`src/sfr_pkg.sv`:
```
`timescale 1ns / 1ps

package sfr_pkg;

  // Field widths
  localparam int unsigned ByteW    = 8;
  localparam int unsigned EventW   = 2;
  localparam int unsigned AdcWordW = 32;
  localparam int unsigned CfgIdxW  = 8;
  localparam int unsigned CfgDataW = 8;

  // Number of leading payload bytes kept for message decode
  localparam int unsigned HeadDepth = 7;
  localparam int unsigned HeadIdxW  = 3;

  // Configuration register indexes
  localparam logic [CfgIdxW-1:0] RegRxEnable  = 8'd0;
  localparam logic [CfgIdxW-1:0] RegPingValue = 8'd1;

  // Frame event codes
  localparam logic [EventW-1:0] EvNone    = 2'd0;
  localparam logic [EventW-1:0] EvGood    = 2'd1;
  localparam logic [EventW-1:0] EvBadSum  = 2'd2;

  // Link protocol bytes
  localparam logic [ByteW-1:0] SyncFirst  = 8'hFF;
  localparam logic [ByteW-1:0] SyncSecond = 8'h55;
  localparam logic [ByteW-1:0] AdcMark    = 8'h05;
  localparam logic [ByteW-1:0] PingMark   = 8'h44;
  localparam logic [ByteW-1:0] PingLead   = 8'h00;

  // Minimum payload lengths for each message type
  localparam logic [ByteW-1:0] AdcMinLen  = 8'd6;
  localparam logic [ByteW-1:0] PingMinLen = 8'd7;

  typedef struct packed {
    logic [EventW-1:0]   frame_event;
    logic                in_frame;
    logic [ByteW-1:0]    payload_length;
    logic                adc_valid;
    logic [AdcWordW-1:0] adc_word;
    logic                ping_reply;
  } res_t;

endpackage

```
`src/sfr_if.sv`:
```
`timescale 1ns / 1ps

interface sfr_byte_if;
  logic                    valid;
  logic                    ready;
  logic [sfr_pkg::ByteW-1:0] rx_byte;
  logic                    chunk_last;

  modport source (output valid, output rx_byte, output chunk_last, input ready);
  modport sink   (input valid, input rx_byte, input chunk_last, output ready);
endinterface

interface sfr_res_if;
  logic                         valid;
  logic                         ready;
  logic [sfr_pkg::EventW-1:0]   frame_event;
  logic                         in_frame;
  logic [sfr_pkg::ByteW-1:0]    payload_length;
  logic                         adc_valid;
  logic [sfr_pkg::AdcWordW-1:0] adc_word;
  logic                         ping_reply;

  modport source (output valid, output frame_event, output in_frame,
                  output payload_length, output adc_valid, output adc_word,
                  output ping_reply, input ready);
  modport sink   (input valid, input frame_event, input in_frame,
                  input payload_length, input adc_valid, input adc_word,
                  input ping_reply, output ready);
endinterface

interface sfr_cfg_if;
  logic                         valid;
  logic                         ready;
  logic [sfr_pkg::CfgIdxW-1:0]  index;
  logic [sfr_pkg::CfgDataW-1:0] data;

  modport source (output valid, output index, output data, input ready);
  modport sink   (input valid, input index, input data, output ready);
endinterface

```
`src/sync_frame_receiver_with_dispatch.sv`:
```
`timescale 1ns / 1ps

// Sync/length/checksum frame receiver with message dispatch.
// in_i  : one received link byte per transaction (rx_byte, chunk_last).
// out_o : exactly one result transaction per accepted byte, in order:
//         frame event, in-frame flag, payload length, ADC word, ping match.
// cfg_i : register writes; index 0 is rx_enable, index 1 is ping_value.
//         Writes to other indexes are accepted and dropped. Write only while
//         no result is outstanding.
// Timing: a byte's result is registered and shows on out_o in the cycle after
// the byte is accepted. Throughput: one byte per cycle while the receiver
// takes each result; the deframer state and result register update per byte.
// Stall: in_i.ready is high while the result register is empty or being
// taken this cycle; when the receiver holds off out_o the result holds and
// in_i stalls until it is taken.
// Reset: hunting for the first sync byte, no result pending, rx_enable 1,
// ping_value 0. No clearing pass is needed.
module sync_frame_receiver_with_dispatch (
  input  logic      clk_i,
  input  logic      rst_ni,
  sfr_byte_if.sink  in_i,
  sfr_res_if.source out_o,
  sfr_cfg_if.sink   cfg_i
);
  import sfr_pkg::*;

  logic             rx_enable_q;
  logic [ByteW-1:0] ping_value_q;
  logic             in_accept;
  logic             out_valid;
  res_t             step_res;
  res_t             out_res;

  // Config writes are always accepted
  assign cfg_i.ready = 1'b1;

  always_ff @(posedge clk_i or negedge rst_ni) begin
    if (!rst_ni) begin
      rx_enable_q  <= 1'b1;
      ping_value_q <= '0;
    end else if (cfg_i.valid) begin
      unique case (cfg_i.index)
        RegRxEnable:  rx_enable_q  <= cfg_i.data[0];
        RegPingValue: ping_value_q <= cfg_i.data[ByteW-1:0];
        default:      ;
      endcase
    end
  end

  // Take a new byte whenever the result slot frees up this cycle
  assign in_i.ready = !out_valid || out_o.ready;
  assign in_accept  = in_i.valid && in_i.ready;

  sfr_deframer u_deframer (
    .clk_i        (clk_i),
    .rst_ni       (rst_ni),
    .step_i       (in_accept),
    .rx_byte_i    (in_i.rx_byte),
    .rx_enable_i  (rx_enable_q),
    .ping_value_i (ping_value_q),
    .res_o        (step_res)
  );

  sfr_out_stage u_out_stage (
    .clk_i   (clk_i),
    .rst_ni  (rst_ni),
    .load_i  (in_accept),
    .res_i   (step_res),
    .ready_i (out_o.ready),
    .valid_o (out_valid),
    .res_o   (out_res)
  );

  assign out_o.valid          = out_valid;
  assign out_o.frame_event    = out_res.frame_event;
  assign out_o.in_frame       = out_res.in_frame;
  assign out_o.payload_length = out_res.payload_length;
  assign out_o.adc_valid      = out_res.adc_valid;
  assign out_o.adc_word       = out_res.adc_word;
  assign out_o.ping_reply     = out_res.ping_reply;

endmodule

```
`src/sfr_deframer.sv`:
```
`timescale 1ns / 1ps

module sfr_deframer (
  input  logic                      clk_i,
  input  logic                      rst_ni,
  input  logic                      step_i,
  input  logic [sfr_pkg::ByteW-1:0] rx_byte_i,
  input  logic                      rx_enable_i,
  input  logic [sfr_pkg::ByteW-1:0] ping_value_i,
  output sfr_pkg::res_t             res_o
);
  import sfr_pkg::*;

  localparam logic [1:0] StHuntFirst  = 2'd0;
  localparam logic [1:0] StHuntSecond = 2'd1;
  localparam logic [1:0] StLength     = 2'd2;
  localparam logic [1:0] StBody       = 2'd3;

  logic [1:0]       phase_q, phase_d;
  logic [ByteW-1:0] taken_q, taken_d;
  logic [ByteW-1:0] len_q, len_d;
  logic [ByteW-1:0] sum_q, sum_d;
  logic [ByteW-1:0] head_q [HeadDepth];
  logic             head_we;
  logic [ByteW-1:0] payload;
  logic             ping_match;
  res_t             res;

  assign payload = len_q - 8'd1;

  always_comb begin
    ping_match = 1'b1;
    for (int i = 2; i < HeadDepth; i++) begin
      if (head_q[i] != ping_value_i) begin
        ping_match = 1'b0;
      end
    end
  end

  always_comb begin
    phase_d = phase_q;
    taken_d = taken_q;
    len_d   = len_q;
    sum_d   = sum_q;
    head_we = 1'b0;
    res     = '0;
    if (rx_enable_i) begin
      unique case (phase_q)
        StHuntFirst: begin
          if (rx_byte_i == SyncFirst) begin
            phase_d = StHuntSecond;
          end
        end
        StHuntSecond: begin
          if (rx_byte_i == SyncFirst) begin
            phase_d = StHuntSecond;
          end else if (rx_byte_i == SyncSecond) begin
            phase_d = StLength;
          end else begin
            phase_d = StHuntFirst;
          end
        end
        StLength: begin
          // Zero length: drop the frame
          if (rx_byte_i == '0) begin
            phase_d = StHuntFirst;
          end else begin
            phase_d = StBody;
            taken_d = '0;
            len_d   = rx_byte_i;
            sum_d   = rx_byte_i;
          end
        end
        StBody: begin
          if (taken_q < payload) begin
            head_we = (taken_q < ByteW'(HeadDepth));
            sum_d   = sum_q + rx_byte_i;
            taken_d = taken_q + 8'd1;
          end else begin
            // Checksum byte
            phase_d            = StHuntFirst;
            res.payload_length = payload;
            if (sum_q == rx_byte_i) begin
              res.frame_event = EvGood;
              if (payload >= AdcMinLen && head_q[0] == AdcMark && head_q[1] == AdcMark) begin
                res.adc_valid = 1'b1;
                res.adc_word  = {head_q[5], head_q[4], head_q[3], head_q[2]};
              end
              if (payload >= PingMinLen && head_q[0] == PingLead && head_q[1] == PingMark &&
                  ping_match) begin
                res.ping_reply = 1'b1;
              end
            end else begin
              res.frame_event = EvBadSum;
            end
          end
        end
        default: begin
          phase_d = StHuntFirst;
        end
      endcase
    end
    res.in_frame = phase_d[1];
  end

  assign res_o = res;

  always_ff @(posedge clk_i or negedge rst_ni) begin
    if (!rst_ni) begin
      phase_q <= StHuntFirst;
      taken_q <= '0;
      len_q   <= '0;
      sum_q   <= '0;
    end else if (step_i) begin
      phase_q <= phase_d;
      taken_q <= taken_d;
      len_q   <= len_d;
      sum_q   <= sum_d;
    end
  end

  always_ff @(posedge clk_i) begin
    for (int i = 0; i < HeadDepth; i++) begin
      if (step_i && head_we && taken_q[HeadIdxW-1:0] == HeadIdxW'(i)) begin
        head_q[i] <= rx_byte_i;
      end
    end
  end

endmodule

```
`src/sfr_out_stage.sv`:
```
`timescale 1ns / 1ps

module sfr_out_stage (
  input  logic          clk_i,
  input  logic          rst_ni,
  input  logic          load_i,
  input  sfr_pkg::res_t res_i,
  input  logic          ready_i,
  output logic          valid_o,
  output sfr_pkg::res_t res_o
);
  import sfr_pkg::*;

  logic valid_q;
  res_t res_q;

  always_ff @(posedge clk_i or negedge rst_ni) begin
    if (!rst_ni) begin
      valid_q <= 1'b0;
    end else if (load_i) begin
      valid_q <= 1'b1;
    end else if (ready_i) begin
      valid_q <= 1'b0;
    end
  end

  always_ff @(posedge clk_i) begin
    if (load_i) begin
      res_q <= res_i;
    end
  end

  assign valid_o = valid_q;
  assign res_o   = res_q;

endmodule

```
`src/flat_wrapper.sv`:
```
// flat-port wrapper written by rule: the top's interface ports become plain ports
module sync_frame_receiver_with_dispatch_flat import sfr_pkg::*;
  (clk_i, rst_ni, in_i_valid, in_i_rx_byte, in_i_chunk_last, in_i_ready, out_o_valid, out_o_frame_event, out_o_in_frame, out_o_payload_length, out_o_adc_valid, out_o_adc_word, out_o_ping_reply, out_o_ready, cfg_i_valid, cfg_i_index, cfg_i_data, cfg_i_ready);
  sfr_byte_if in_i_i ();
  sfr_res_if out_o_i ();
  sfr_cfg_if cfg_i_i ();
  input  logic clk_i;
  input  logic rst_ni;
  input wire logic [$bits(in_i_i.valid)-1:0] in_i_valid;
  input wire logic [$bits(in_i_i.rx_byte)-1:0] in_i_rx_byte;
  input wire logic [$bits(in_i_i.chunk_last)-1:0] in_i_chunk_last;
  output wire logic [$bits(in_i_i.ready)-1:0] in_i_ready;
  output wire logic [$bits(out_o_i.valid)-1:0] out_o_valid;
  output wire logic [$bits(out_o_i.frame_event)-1:0] out_o_frame_event;
  output wire logic [$bits(out_o_i.in_frame)-1:0] out_o_in_frame;
  output wire logic [$bits(out_o_i.payload_length)-1:0] out_o_payload_length;
  output wire logic [$bits(out_o_i.adc_valid)-1:0] out_o_adc_valid;
  output wire logic [$bits(out_o_i.adc_word)-1:0] out_o_adc_word;
  output wire logic [$bits(out_o_i.ping_reply)-1:0] out_o_ping_reply;
  input wire logic [$bits(out_o_i.ready)-1:0] out_o_ready;
  input wire logic [$bits(cfg_i_i.valid)-1:0] cfg_i_valid;
  input wire logic [$bits(cfg_i_i.index)-1:0] cfg_i_index;
  input wire logic [$bits(cfg_i_i.data)-1:0] cfg_i_data;
  output wire logic [$bits(cfg_i_i.ready)-1:0] cfg_i_ready;
  assign in_i_i.valid = in_i_valid;
  assign in_i_i.rx_byte = in_i_rx_byte;
  assign in_i_i.chunk_last = in_i_chunk_last;
  assign in_i_ready = in_i_i.ready;
  assign out_o_valid = out_o_i.valid;
  assign out_o_frame_event = out_o_i.frame_event;
  assign out_o_in_frame = out_o_i.in_frame;
  assign out_o_payload_length = out_o_i.payload_length;
  assign out_o_adc_valid = out_o_i.adc_valid;
  assign out_o_adc_word = out_o_i.adc_word;
  assign out_o_ping_reply = out_o_i.ping_reply;
  assign out_o_i.ready = out_o_ready;
  assign cfg_i_i.valid = cfg_i_valid;
  assign cfg_i_i.index = cfg_i_index;
  assign cfg_i_i.data = cfg_i_data;
  assign cfg_i_ready = cfg_i_i.ready;
  sync_frame_receiver_with_dispatch u_core (.clk_i(clk_i), .rst_ni(rst_ni), .in_i(in_i_i), .out_o(out_o_i), .cfg_i(cfg_i_i));
endmodule
```
`config.mk`:
```
export PLATFORM = sky130hd
export DESIGN_NAME = sync_frame_receiver_with_dispatch_flat
export DESIGN_NICKNAME = d
export VERILOG_FILES = /design/src/sfr_pkg.sv /design/src/sfr_if.sv /design/src/sync_frame_receiver_with_dispatch.sv /design/src/sfr_deframer.sv /design/src/sfr_out_stage.sv /design/src/flat_wrapper.sv
export SDC_FILE = /design/constraint.sdc
export NUM_CORES = 1
export LEC_CHECK = 0
export BUFFER_PORTS_ARGS = -buffer_cell sky130_fd_sc_hd__buf_2
export CAP_MARGIN = 30
export CORE_UTILIZATION = 30
export CTS_CLUSTER_DIAMETER = 150
export DETAILED_ROUTE_END_ITERATION = 7
export PLACE_DENSITY = 0.49
export REMOVE_ABC_BUFFERS = 1
export SETUP_SLACK_MARGIN = 0.15
export SLEW_MARGIN = 20
export SYNTH_ARGS = -nofsm -noshare
export SYNTH_HDL_FRONTEND = slang
export SYNTH_SLANG_ARGS = --single-unit
```
`constraint.sdc`:
```
create_clock -name clk_i -period 3 [get_ports clk_i]
set_clock_uncertainty 0.15 [all_clocks]
set_input_delay 0.15 -clock clk_i [delete_from_list [all_inputs] [get_ports clk_i]]
set_output_delay 0.15 -clock clk_i [all_outputs]
set_load 0.005 [all_outputs]
```
==> out/metrics.yaml, run 1 <==
run_status:
  status: "completed"
setup_path:
  cp_slowest_stage_delay_ns: 0.39
  worst_setup_path_start_kind: "flop"
  cp_cell_sequence: "nor3_2 -> buf_4 -> nand2_4 -> xor2_2 -> ha_1 -> a21o_1 -> a31o_1 -> o221a_4 -> nor4_4 -> buf_4 -> and4b_1 -> buf_6"
  worst_path_max_delay_cell: "dfrtp_1"
  crit_path_end_kind: "flop"
  crit_top_cell: "buf_4"
  r2r_slack_ns: 0.02
  arrival_ns: 2.97
  critical_path_required_ns: 2.98
  path_class: "flop to flop"
  cp_max_fo: 8
power_and_ir_drop:
  power_density_nw_per_um2: 539
  peakVddDrop_mv: 0.319
  cellLeakagePower_nw: 3.46
  p_total_mw: 4.64
floorplanning:
  core-area_um2: 20300
  ioPinCount: 78
  fp.dieW_um: 146
  die_area_um2: 21400
  initial_core_util_pct: 30.7
  die_y_um: 146
  num_rows: 52
layout:
  fin_area_um2: 8610
  nets: 714
  seqCellArea_um2: 3940
  fillCellCount: 1937
  final_cells: 945
  multi_input_area_um2: 2350
  drive_above_1_share_pct: 33.0
  areaGrowthSynthToFinish_pct: 37.9
  n_antenna_cell: 0
  utilization_pct: 42.4
timing:
  setup_violations: 0
  worst_pin_slew_ns: 0.660
  fin_ws_ns: 0.0174
  max_clock_freq_mhz: 335
  fin_crit_sh_pct: 99.4
  slew_viol_final: 0
  rsz0062_at_grt: "true"
  min_period_ns: 2.98
  hold_viol_final: 0
  relSlewSlack_pct: 55.4
cts:
  clock_sinks: 137
  cts_root_buffer: "clkbuf_16"
  cts_tree: "built"
  clk_pin_slew_ns: 0.06
  clk_latency_ns: 0.42
  cts_inserted_buffers: 17
  htree_num_levels: 4
  clockBufferDepth: 2
drt:
  drc_errors: 0
  drt_iter0_markers: 229
  num_vias: 4554
  wire_per_inst_um: 16.4
  ant_nets: 0
  vias_per_cell: 4.82
  dr.pass1.iters: 4
  finalWirelength_um: 15500
placed_design:
  placed_cells: 886
  place_congestion: 0.785
  place_area_um2: 7350
  dp_slack_ns: -0.247
  portBuffers: 75
  dpl.hpwl_um: 10800
logic_synthesis:
  netlist_area_um2: 6240
  yosys-top-cells-count: "edfxtp_1, inv_1, nor3_1, nand2_1, dfrtp_1"
  synth_cell_types: 64
  yosys_warnings: 0
  synth_ff_type: "edfxtp_1"
  synthArstFlopShare_pct: 26.3
  seq_area_frac_synth_pct: 63.1
  yosys.area.top_type_share_pct: 48.6
  synth_area_leaders: "edfxtp_1, dfrtp_1, ha_1, nor3_1, inv_1"
  yosys.area.top_type: "edfxtp_1"
  yosysMostFrequentCell: "edfxtp_1"
  synth-seq-cells: 137
  syn_avg_cell_area_um2: 12.2
  synth-edff-count: 101
  syn_inst: 511
job:
  cap_violations: 0
global_route:
  grt_max_degree: 35
  grt_pass1_vias: 4606
  grt.overflow.total: 0
  antenna_found_initial: 0
  grt_pass1_wl_um: 24400
  track_usage_pct: 15.1
worst_hold_path:
  hold_class: "primary input to flop"
layout make-up:
class / count / share of cell area, %
Sequential cell: 137 / 45.7
Inverter: 46 / 2.06
Clock inverter: 12 / 2.30
Timing Repair Buffer: 149 / 13.6
Tap cell: 270 / 3.92
Multi-Input combinational cell: 312 / 27.3
Clock buffer: 19 / 5.15
cells in the final DEF (no fill, tap or decap), drive strengths merged, types with 3 or more instances in the layout:
master / Yosys / final
nand3: 10 / 10
xor2: 4 / 4
and2: 5 / 5
and3: 11 / 11
nor2b: 3 / 3
dfrtp: 35 / 35
nor4b: 3 / 3
nand4b: 3 / 3
inv: 46 / 48
nor4: 11 / 11
mux2: 14 / 14
nand2b: 6 / 6
o211ai: 4 / 4
nor2: 26 / 26
or4: 9 / 9
dlygate4sd3: 0 / 15
bufinv: 0 / 5
nand2: 42 / 42
a21o: 3 / 3
a31oi: 6 / 6
nand4: 11 / 11
nor3: 44 / 44
ha: 20 / 20
xnor2: 8 / 8
or3: 4 / 4
buf: 5 / 134
o21ai: 16 / 16
clkinv: 0 / 4
a21oi: 11 / 11
o31ai: 5 / 5
edfxtp: 101 / 101
clkbuf: 11 / 19
registers in the layout (all words and copies together), names as in the netlist:
register and cells:
u_core.u_out_stage.valid_o 1, u_core.ping_value_q 8, u_core.u_deframer.phase_q 2, u_core.u_deframer.len_q 8, u_core.u_deframer.head_q 56, u_core.u_deframer.sum_q 8
u_core.u_out_stage.res_o 45, u_core.u_deframer.taken_q 8, u_core.rx_enable_q 1
path summary, 6_finish.rpt:
check                                                start                        endpoint  depth (start not counted)
worst min-delay path                       in_i_rx_byte[6]      u_core.u_deframer.len_q[6]                          4
max in group asynchronous                           rst_ni      u_core.u_out_stage.valid_o                          3
worst min register to register  u_core.u_deframer.sum_q[6]      u_core.u_deframer.sum_q[6]                          1
worst max register to register  u_core.u_deframer.len_q[2]  u_core.u_deframer.head_q[5][2]                         12
min in group asynchronous                           rst_ni      u_core.u_deframer.len_q[5]                          2
worst max-delay path            u_core.u_deframer.len_q[2]  u_core.u_deframer.head_q[5][2]                         12
logic make-up (layout without fill, tap and decap cells):
kind of cell / count (synthesis) / after routing / synth area share [%]
buffers and inverters: 62 / 226 / 3.97
other: 1 / 1 / 0.0601
and+or+nand+nor: 193 / 193 / 16.2
AOI/OAI and AO/OA: 70 / 70 / 7.98
xor gates and xnor gates: 12 / 12 / 1.68
muxes: 15 / 15 / 2.69
adders and majority gates: 21 / 21 / 4.33
DFF: 137 / 137 / 63.1
power by group:
part	internal (mW)	total (mW)	switching, mW	leakage [nW]
logic	0.106	0.238	0.132	1.73
registers	2.08	2.12	0.0363	1.42
clock network	1.49	2.28	0.791	0.311
total	3.68	4.64	0.959	3.46
per-layer routing:
layer | track usage [%] | up-vias | share of wire, % | wire, µm
met5 | 0 | - | 0 | 0
met4 | 6.09 | 0 | 1.8 | 280
met3 | 3.66 | 22 | 3.7 | 577
met2 | 25.6 | 91 | 50 | 7830
met1 | 18.4 | 2235 | 44 | 6830
li1 | - | 2206 | - | -
critical path: cells and delay by family, from the launching register on:
| kind | cells | cell delay [ns] |
|---|---|---|
| simple gates | 4 | 0.63 |
| compound gates | 3 | 0.60 |
| buf+inv | 3 | 0.48 |
| flops | 1 | 0.39 |
| fa+ha+maj | 1 | 0.29 |
| xor+xnor | 1 | 0.16 |
metrics by stage:
step | setup TNS, ns | hold WS, ns
6_report | 0 | 0.0363
5_1_grt | -8.70 | 0.0262
4_1_cts | -0.115 | 0.0212
3_5_place_dp | -13.79 | 0.0145
3_3_place_gp | -14.33 | 0.211
2_1_floorplan | -14.25 | -0.296
what timing repair did:
| action | in CTS | in global routing |
|---|---|---|
| gates cloned | 1 | 1 |
| hold endpoints to repair | 69 | 0 |
| hold buffers | 15 | 0 |
| gates resized for setup | 39 | 30 |
| pin swaps | 13 | 17 |
| setup endpoints to repair | 118 | 119 |
| buffers inserted | 5 | 6 |
Power figures use the tool's default switching activity.
==> inputs of run 2 (changes only) <==
--- a/config.mk
+++ b/config.mk
@@ -10,7 +10,7 @@
 export CORE_UTILIZATION = 30
 export CTS_CLUSTER_DIAMETER = 150
 export DETAILED_ROUTE_END_ITERATION = 7
-export PLACE_DENSITY = 0.49
+export PLACE_DENSITY = 0.48
 export REMOVE_ABC_BUFFERS = 1
 export SETUP_SLACK_MARGIN = 0.15
 export SLEW_MARGIN = 20
==> constraint.sdc (replaced) <==
create_clock -name clk_i -period 3.4 [get_ports clk_i]
set_clock_uncertainty 0.15 [all_clocks]
set_input_delay 0.17 -clock clk_i [delete_from_list [all_inputs] [get_ports clk_i]]
set_output_delay 0.17 -clock clk_i [all_outputs]
set_load 0.005 [all_outputs]
==> out/metrics.yaml, run 2 (synthesis gave the netlist of run 1 again) <==
run_status:
  status: "completed"
setup_path:
  path_class: "flop to flop"
  rr_worst_depth: 11  # -1
  r2r-end: "u_core.u_deframer.head_q[5][7]"
  r2r_slack_ns: 0.26  # +0.24 ns
  rr_startpoint: "u_core.u_deframer.len_q[0]"
  cp_max_fo: 8  # unchanged
  worst_setup_path_start_kind: "flop"
  crit_path_end_kind: "flop"
  arrival_ns: 3.12  # +0.15 ns
  critical_path_required_ns: 3.38  # +0.40 ns
floorplanning:
  die_area_um2: 21400  # unchanged
  ioPinCount: 78  # unchanged
  core-area_um2: 20300  # unchanged
  initial_core_util_pct: 30.7  # unchanged
  die_y_um: 146  # unchanged
  num_rows: 52  # unchanged
  fp.dieW_um: 146  # unchanged
layout:
  layout_common_cells: "edfxtp_1, buf_2, inv_1"
  final_common_cell: "edfxtp_1"
  nets: 683  # -4.3%
  areaGrowthSynthToFinish_pct: 28.2
  multi_input_area_um2: 2110  # -10%
  n_antenna_cell: 0  # unchanged
  regMostFlops: "u_core.u_deframer.head_q"
  fin_area_um2: 8000  # -7.1%
  fillCellCount: 1998  # +3.1%
  seqCellArea_um2: 3940  # about the same
  largest_register_ffs: 56  # unchanged
  drive_above_1_share_pct: 25.9  # -7.1 points
  utilization_pct: 39.4  # -3.0 points
worst_hold_path:
  worstHoldStart: "in_i_rx_byte[7]"
  hold_class: "primary input to flop"
  hold_path_end: "u_core.u_deframer.head_q[1][7]"
  whs_path_depth: 1  # -3
timing:
  relSlewSlack_pct: 48.4  # -7.0 points
  min_period_ns: 3.14  # +0.156 ns
  rsz0062_at_grt: "false"
  max_clock_freq_mhz: 319  # -5.0%
  hold_viol_final: 0  # unchanged
  slew_viol_final: 0  # unchanged
  setup_violations: 0  # unchanged
  setup_tns_ns: 0  # unchanged
  fin_crit_sh_pct: 92.3  # -7.1 points
  worst_pin_slew_ns: 0.764  # +0.103 ns
global_route:
  grt.overflow.total: 0  # unchanged
  grt_pass1_wl_um: 24000  # -1.8%
  grt_max_degree: 34  # -2.9%
  met2_usage_pct: 24.4  # -1.2 points
  grtUsageMet3_pct: 4.00  # +0.34 points
  antenna_found_initial: 0  # unchanged
  grt_pass1_vias: 4365  # -5.2%
  top_usage_layer: "met2"
  track_usage_pct: 14.9  # -0.23 points
  grtUsageMet1_pct: 19.0  # +0.55 points
cts:
  clk_pin_slew_ns: 0.06  # about the same
  cts_tree: "built"
  clk_latency_ns: 0.42  # about the same
  clockBufferDepth: 2  # unchanged
  clock_sinks: 137  # unchanged
  htree_num_levels: 4  # unchanged
  cts_root_buffer: "clkbuf_16"
  cts_inserted_buffers: 17  # unchanged
drt:
  drt_iter0_markers: 227  # -0.87%
  drc_errors: 0  # unchanged
  ant_nets: 0  # unchanged
  wire_per_inst_um: 16.6  # +0.98%
  finalWirelength_um: 15200  # -2.2%
  vias_per_cell: 4.81  # -0.26%
  num_vias: 4398  # -3.4%
  dr.pass1.iters: 4  # unchanged
placed_design:
  place_congestion: 0.774  # -1.4%
  place_area_um2: 7170  # -2.5%
  portBuffers: 75  # unchanged
  dpl.hpwl_um: 10700  # -0.40%
power_and_ir_drop:
  power_density_nw_per_um2: 504  # -6.5%
  cellLeakagePower_nw: 3.19  # -7.7%
  peakVddDrop_mv: 0.282  # -12%
job:
  cap_violations: 0  # unchanged
-- run 2: changes by cell type in the layout (fill, tap and decap cells not counted), moves of 4 or more --
cell / change
buf_4: -15
buf_6: -9
nor3_1: +8
nor3_2: -6
buf_12: -5
a21oi_1: +4
a21oi_2: -4
xnor2_1: +4
xnor2_2: -4
-- run 2: critical path, cell delays in order (launching register included) --
cell and delay [ns]:
dfrtp_2 0.45, nor3_4 0.21, nand2_2 0.10, xor2_2 0.16, ha_1 0.29, a21o_1 0.17, a31o_1 0.22, o221a_4 0.29
nor4_4 0.25, buf_4 0.17, and4b_1 0.24, buf_12 0.14
-- run 2: worst max path at each step --
stage               slack (ns)                        from                             end  depth (start not counted)
floorplan                 0.14  u_core.u_deframer.len_q[2]     u_core.u_out_stage.res_o[0]                          9
global placement          0.12  u_core.u_deframer.len_q[0]  u_core.u_deframer.head_q[5][3]                         11
detailed placement        0.10  u_core.u_deframer.len_q[0]  u_core.u_deframer.head_q[5][3]                         11
CTS                       0.18  u_core.u_deframer.len_q[0]  u_core.u_deframer.head_q[5][7]                         13
global route              0.15  u_core.u_deframer.len_q[0]    u_core.u_deframer.taken_q[5]                         10
finish                    0.26  u_core.u_deframer.len_q[0]  u_core.u_deframer.head_q[5][7]                         11
-- run 2: area by class of cell --
type                            instances  share of cell area, %
Inverter                               46                   2.16
Multi-Input combinational cell        312                   26.4
Clock buffer                           18                   5.36
Sequential cell                       137                   49.2
Tap cell                              270                   4.22
Clock inverter                         14                   2.42
Timing Repair Buffer                  118                   10.2
-- run 2: timing repair --
action                     CTS  global route
resized for setup            4             9
setup endpoints to repair   81            83
hold buffers                14             0
setup buffers                0             2
pin swaps                    0             3
hold endpoints to repair    64             0
-- run 2: per-stage QoR --
step           power (mW)  setup slack (ns)  std cells  hold WS [ns]
3_5_place_dp         2.08             0.100        867        0.0448
2_1_floorplan        1.97             0.142        495        -0.276
5_1_grt              4.19             0.150        915        0.0159
3_3_place_gp         2.07             0.118        866         0.247
4_1_cts              4.08             0.178        913      0.000724
6_report             4.03             0.261        915        0.0221
-- run 2: power by group --
group	internal (mW)	leakage, nW	switching, mW
clock	1.23	0.301	0.736
sequential	1.84	1.42	0.0301
combinational	0.0843	1.47	0.111
total	3.15	3.19	0.877
-- run 2: layer usage --
metal,vias up,part of all wire (%)
met5,-,0
met4,0,1.3
met3,16,4.4
met2,101,48
met1,2129,47
li1,2152,-
==> inputs of run 3 (changes only) <==
--- a/config.mk
+++ b/config.mk
@@ -7,7 +7,9 @@
 export LEC_CHECK = 0
 export BUFFER_PORTS_ARGS = -buffer_cell sky130_fd_sc_hd__buf_2
 export CAP_MARGIN = 30
+export CORE_MARGIN = 8
 export CORE_UTILIZATION = 30
+export CTS_BUF_LIST = sky130_fd_sc_hd__clkbuf_4 sky130_fd_sc_hd__clkbuf_8
 export CTS_CLUSTER_DIAMETER = 150
 export DETAILED_ROUTE_END_ITERATION = 7
 export PLACE_DENSITY = 0.48
==> out/metrics.yaml, run 3 (synthesis gave the netlist of run 1 again) <==
setup_path:
  r2r-end: "u_core.u_deframer.head_q[5][7]"
  cp_max_fo: 8  # unchanged
  critical_path_required_ns: 3.40  # +0.02 ns
  crit_cells: 11  # unchanged
  critPathCapture: "u_core.u_deframer.head_q[5][7]"
  worst_path_max_delay_cell: "dfrtp_1"
  worst_setup_path_start_kind: "flop"
  crit_path_end_kind: "flop"
  cpLargestDelayFamily: "simple AND/OR/NAND/NOR gates"
  arrival_ns: 3.11  # about the same
  crit_buf_inv: 2  # unchanged
  cp_slowest_stage_delay_ns: 0.40  # -0.05 ns
  r2r_slack_ns: 0.30  # +0.04 ns
  cp-startpoint: "u_core.u_deframer.len_q[2]"
  rr_startpoint: "u_core.u_deframer.len_q[2]"
  rr_worst_depth: 11  # unchanged
  path_class: "flop to flop"
  cp_cell_sequence: "nor3_2 -> nand2_2 -> xor2_2 -> ha_1 -> a21o_1 -> a31o_1 -> o221a_4 -> nor4_2 -> buf_4 -> and4b_1 -> buf_12"
cts:
  clockBufferDepth: 2  # unchanged
  cts_inserted_buffers: 17  # unchanged
  clk_pin_slew_ns: 0.08  # +0.02 ns
  clk_latency_ns: 0.43  # about the same
  htree_num_levels: 4  # unchanged
  clock_sinks: 137  # unchanged
  cts_tree: "built"
  cts_root_buffer: "clkbuf_8"
drt:
  vias_per_cell: 4.81  # about the same
  wire_per_inst_um: 16.6  # +0.29%
  num_vias: 4394  # -0.091%
  dr.pass1.iters: 6  # +2
  finalWirelength_um: 15200  # +0.18%
  drc_errors: 0  # unchanged
  ant_nets: 0  # unchanged
  drt_iter0_markers: 332  # +46%
timing:
  fin_crit_sh_pct: 91.3  # -1.0 points
  max_clock_freq_mhz: 322  # +1.1%
  rsz0062_at_grt: "false"
  worst_pin_slew_ns: 0.618  # -0.145 ns
  setup_violations: 0  # unchanged
  hold_viol_final: 0  # unchanged
  hold_ws_ns: 0.0434  # +0.0213 ns
  min_period_ns: 3.10  # -0.0352 ns
  relSlewSlack_pct: 58.8  # +10 points
  slew_viol_final: 0  # unchanged
  setup_tns_ns: 0  # unchanged
power_and_ir_drop:
  cellLeakagePower_nw: 3.12  # -2.4%
  power_density_nw_per_um2: 452  # -10%
  p_sw_share_pct: 22.6  # +0.80 points
  peakVddDrop_mv: 0.242  # -14%
  combPwrFrac_pct: 5.5  # +0.7 points
  clkPwrFrac_pct: 41.7  # -7.2 points
  internal_power_mw: 2.73  # -13%
  seqPwrFrac_pct: 52.8  # +6.5 points
  p_sw_mw: 0.797  # -9.2%
layout:
  final_common_cell: "edfxtp_1"
  largest_register_ffs: 56  # unchanged
  nets: 682  # -0.15%
  regMostFlops: "u_core.u_deframer.head_q"
  n_antenna_cell: 0  # unchanged
  layout_common_cells: "edfxtp_1, buf_2, inv_1"
  areaGrowthSynthToFinish_pct: 25.0
  drive_above_1_share_pct: 25.8  # -0.12 points
  fillCellCount: 1988  # -0.50%
global_route:
  antenna_found_initial: 0  # unchanged
  grt.overflow.total: 0  # unchanged
  grt_pass1_wl_um: 24100  # +0.35%
  grt_pass1_vias: 4463  # +2.2%
  track_usage_pct: 12.0  # -2.8 points
  grt_max_degree: 37  # +8.8%
placed_design:
  portBuffers: 75  # unchanged
  place_congestion: 0.793  # +2.4%
  dpl.hpwl_um: 10900  # +1.1%
run_status:
  status: "completed"
floorplanning:
  initial_core_util_pct: 30.7  # unchanged
  core-area_um2: 20300  # unchanged
  die_y_um: 160  # +9.6%
  die_area_um2: 25700  # +20%
  num_rows: 52  # unchanged
  fp.dieW_um: 160  # +9.6%
  ioPinCount: 78  # unchanged
job:
  cap_violations: 0  # unchanged
worst_hold_path:
  hold_class: "primary input to flop"
## run 3: how the worst min path moves through the flow
stage	cells past startpoint	slack (ns)	end	startpoint
floorplan	0	-0.28	u_core.ping_value_q[0]	rst_ni
global placement	1	0.23	u_core.u_deframer.len_q[6]	rst_ni
detailed placement	1	0.24	u_core.u_deframer.len_q[5]	rst_ni
CTS	4	0.009	u_core.u_deframer.len_q[6]	in_i_rx_byte[6]
global route	2	0.01	u_core.u_deframer.head_q[0][6]	in_i_rx_byte[6]
finish	4	0.04	u_core.u_deframer.len_q[6]	in_i_rx_byte[6]
## run 3: stage by stage
stage / std cells / area, µm² / power, mW / util, % / setup WS [ns]
4_1_cts: 911 / 7720 / 3.57 / 38.0 / 0.189
6_report: 914 / 7800 / 3.53 / 38.4 / 0.296
5_1_grt: 914 / 7800 / 3.68 / 38.4 / 0.118
3_3_place_gp: 864 / 7120 / 2.08 / 35.1 / 0.119
3_5_place_dp: 864 / 7120 / 2.08 / 35.1 / 0.133
2_1_floorplan: 495 / 6170 / 1.97 / - / 0.142
## run 3: final cells by class
type	count	area (µm²)	area share, %
clock buffer	18	241	3.09
clock inverter	14	195	2.50
inverter	46	173	2.21
multi-input combinational	312	2110	27.0
sequential	137	3940	50.4
tap	270	338	4.33
timing repair buffer	117	811	10.4
## run 3: metal layers
layer,GRT usage (%),wire length (µm),vias to the layer above
li1,-,-,2142
met1,14.7,6890,2154
met2,20.0,7440,83
met3,3.29,653,15
met4,4.38,219,0
met5,0,0,-
## run 3: power by group through the flow
| stage | clock, mW | combinational, mW | sequential (mW) |
|---|---|---|---|
| 2_1_floorplan | 0 | 0.0718 | 1.90 |
| 3_3_place_gp | 0 | 0.178 | 1.90 |
| 3_5_place_dp | 0 | 0.182 | 1.90 |
| 4_1_cts | 1.52 | 0.196 | 1.86 |
| 5_1_grt | 1.60 | 0.217 | 1.87 |
| 6_report | 1.47 | 0.196 | 1.86 |
## run 3: worst reg2reg max path, cell delays in order (launching register included)
cell,delay [ns]
dfrtp_1,0.40
nor3_2,0.26
nand2_2,0.11
xor2_2,0.17
ha_1,0.30
a21o_1,0.16
a31o_1,0.22
o221a_4,0.25
nor4_2,0.23
buf_4,0.17
and4b_1,0.25
buf_12,0.14
## run 3: repair_timing
item	in CTS	in global routing
resized for setup	2	9
endpoints found under the setup margin	16	94
hold buffers	15	0
hold endpoints to repair	76	0
setup buffers	0	2
pin swaps	0	6
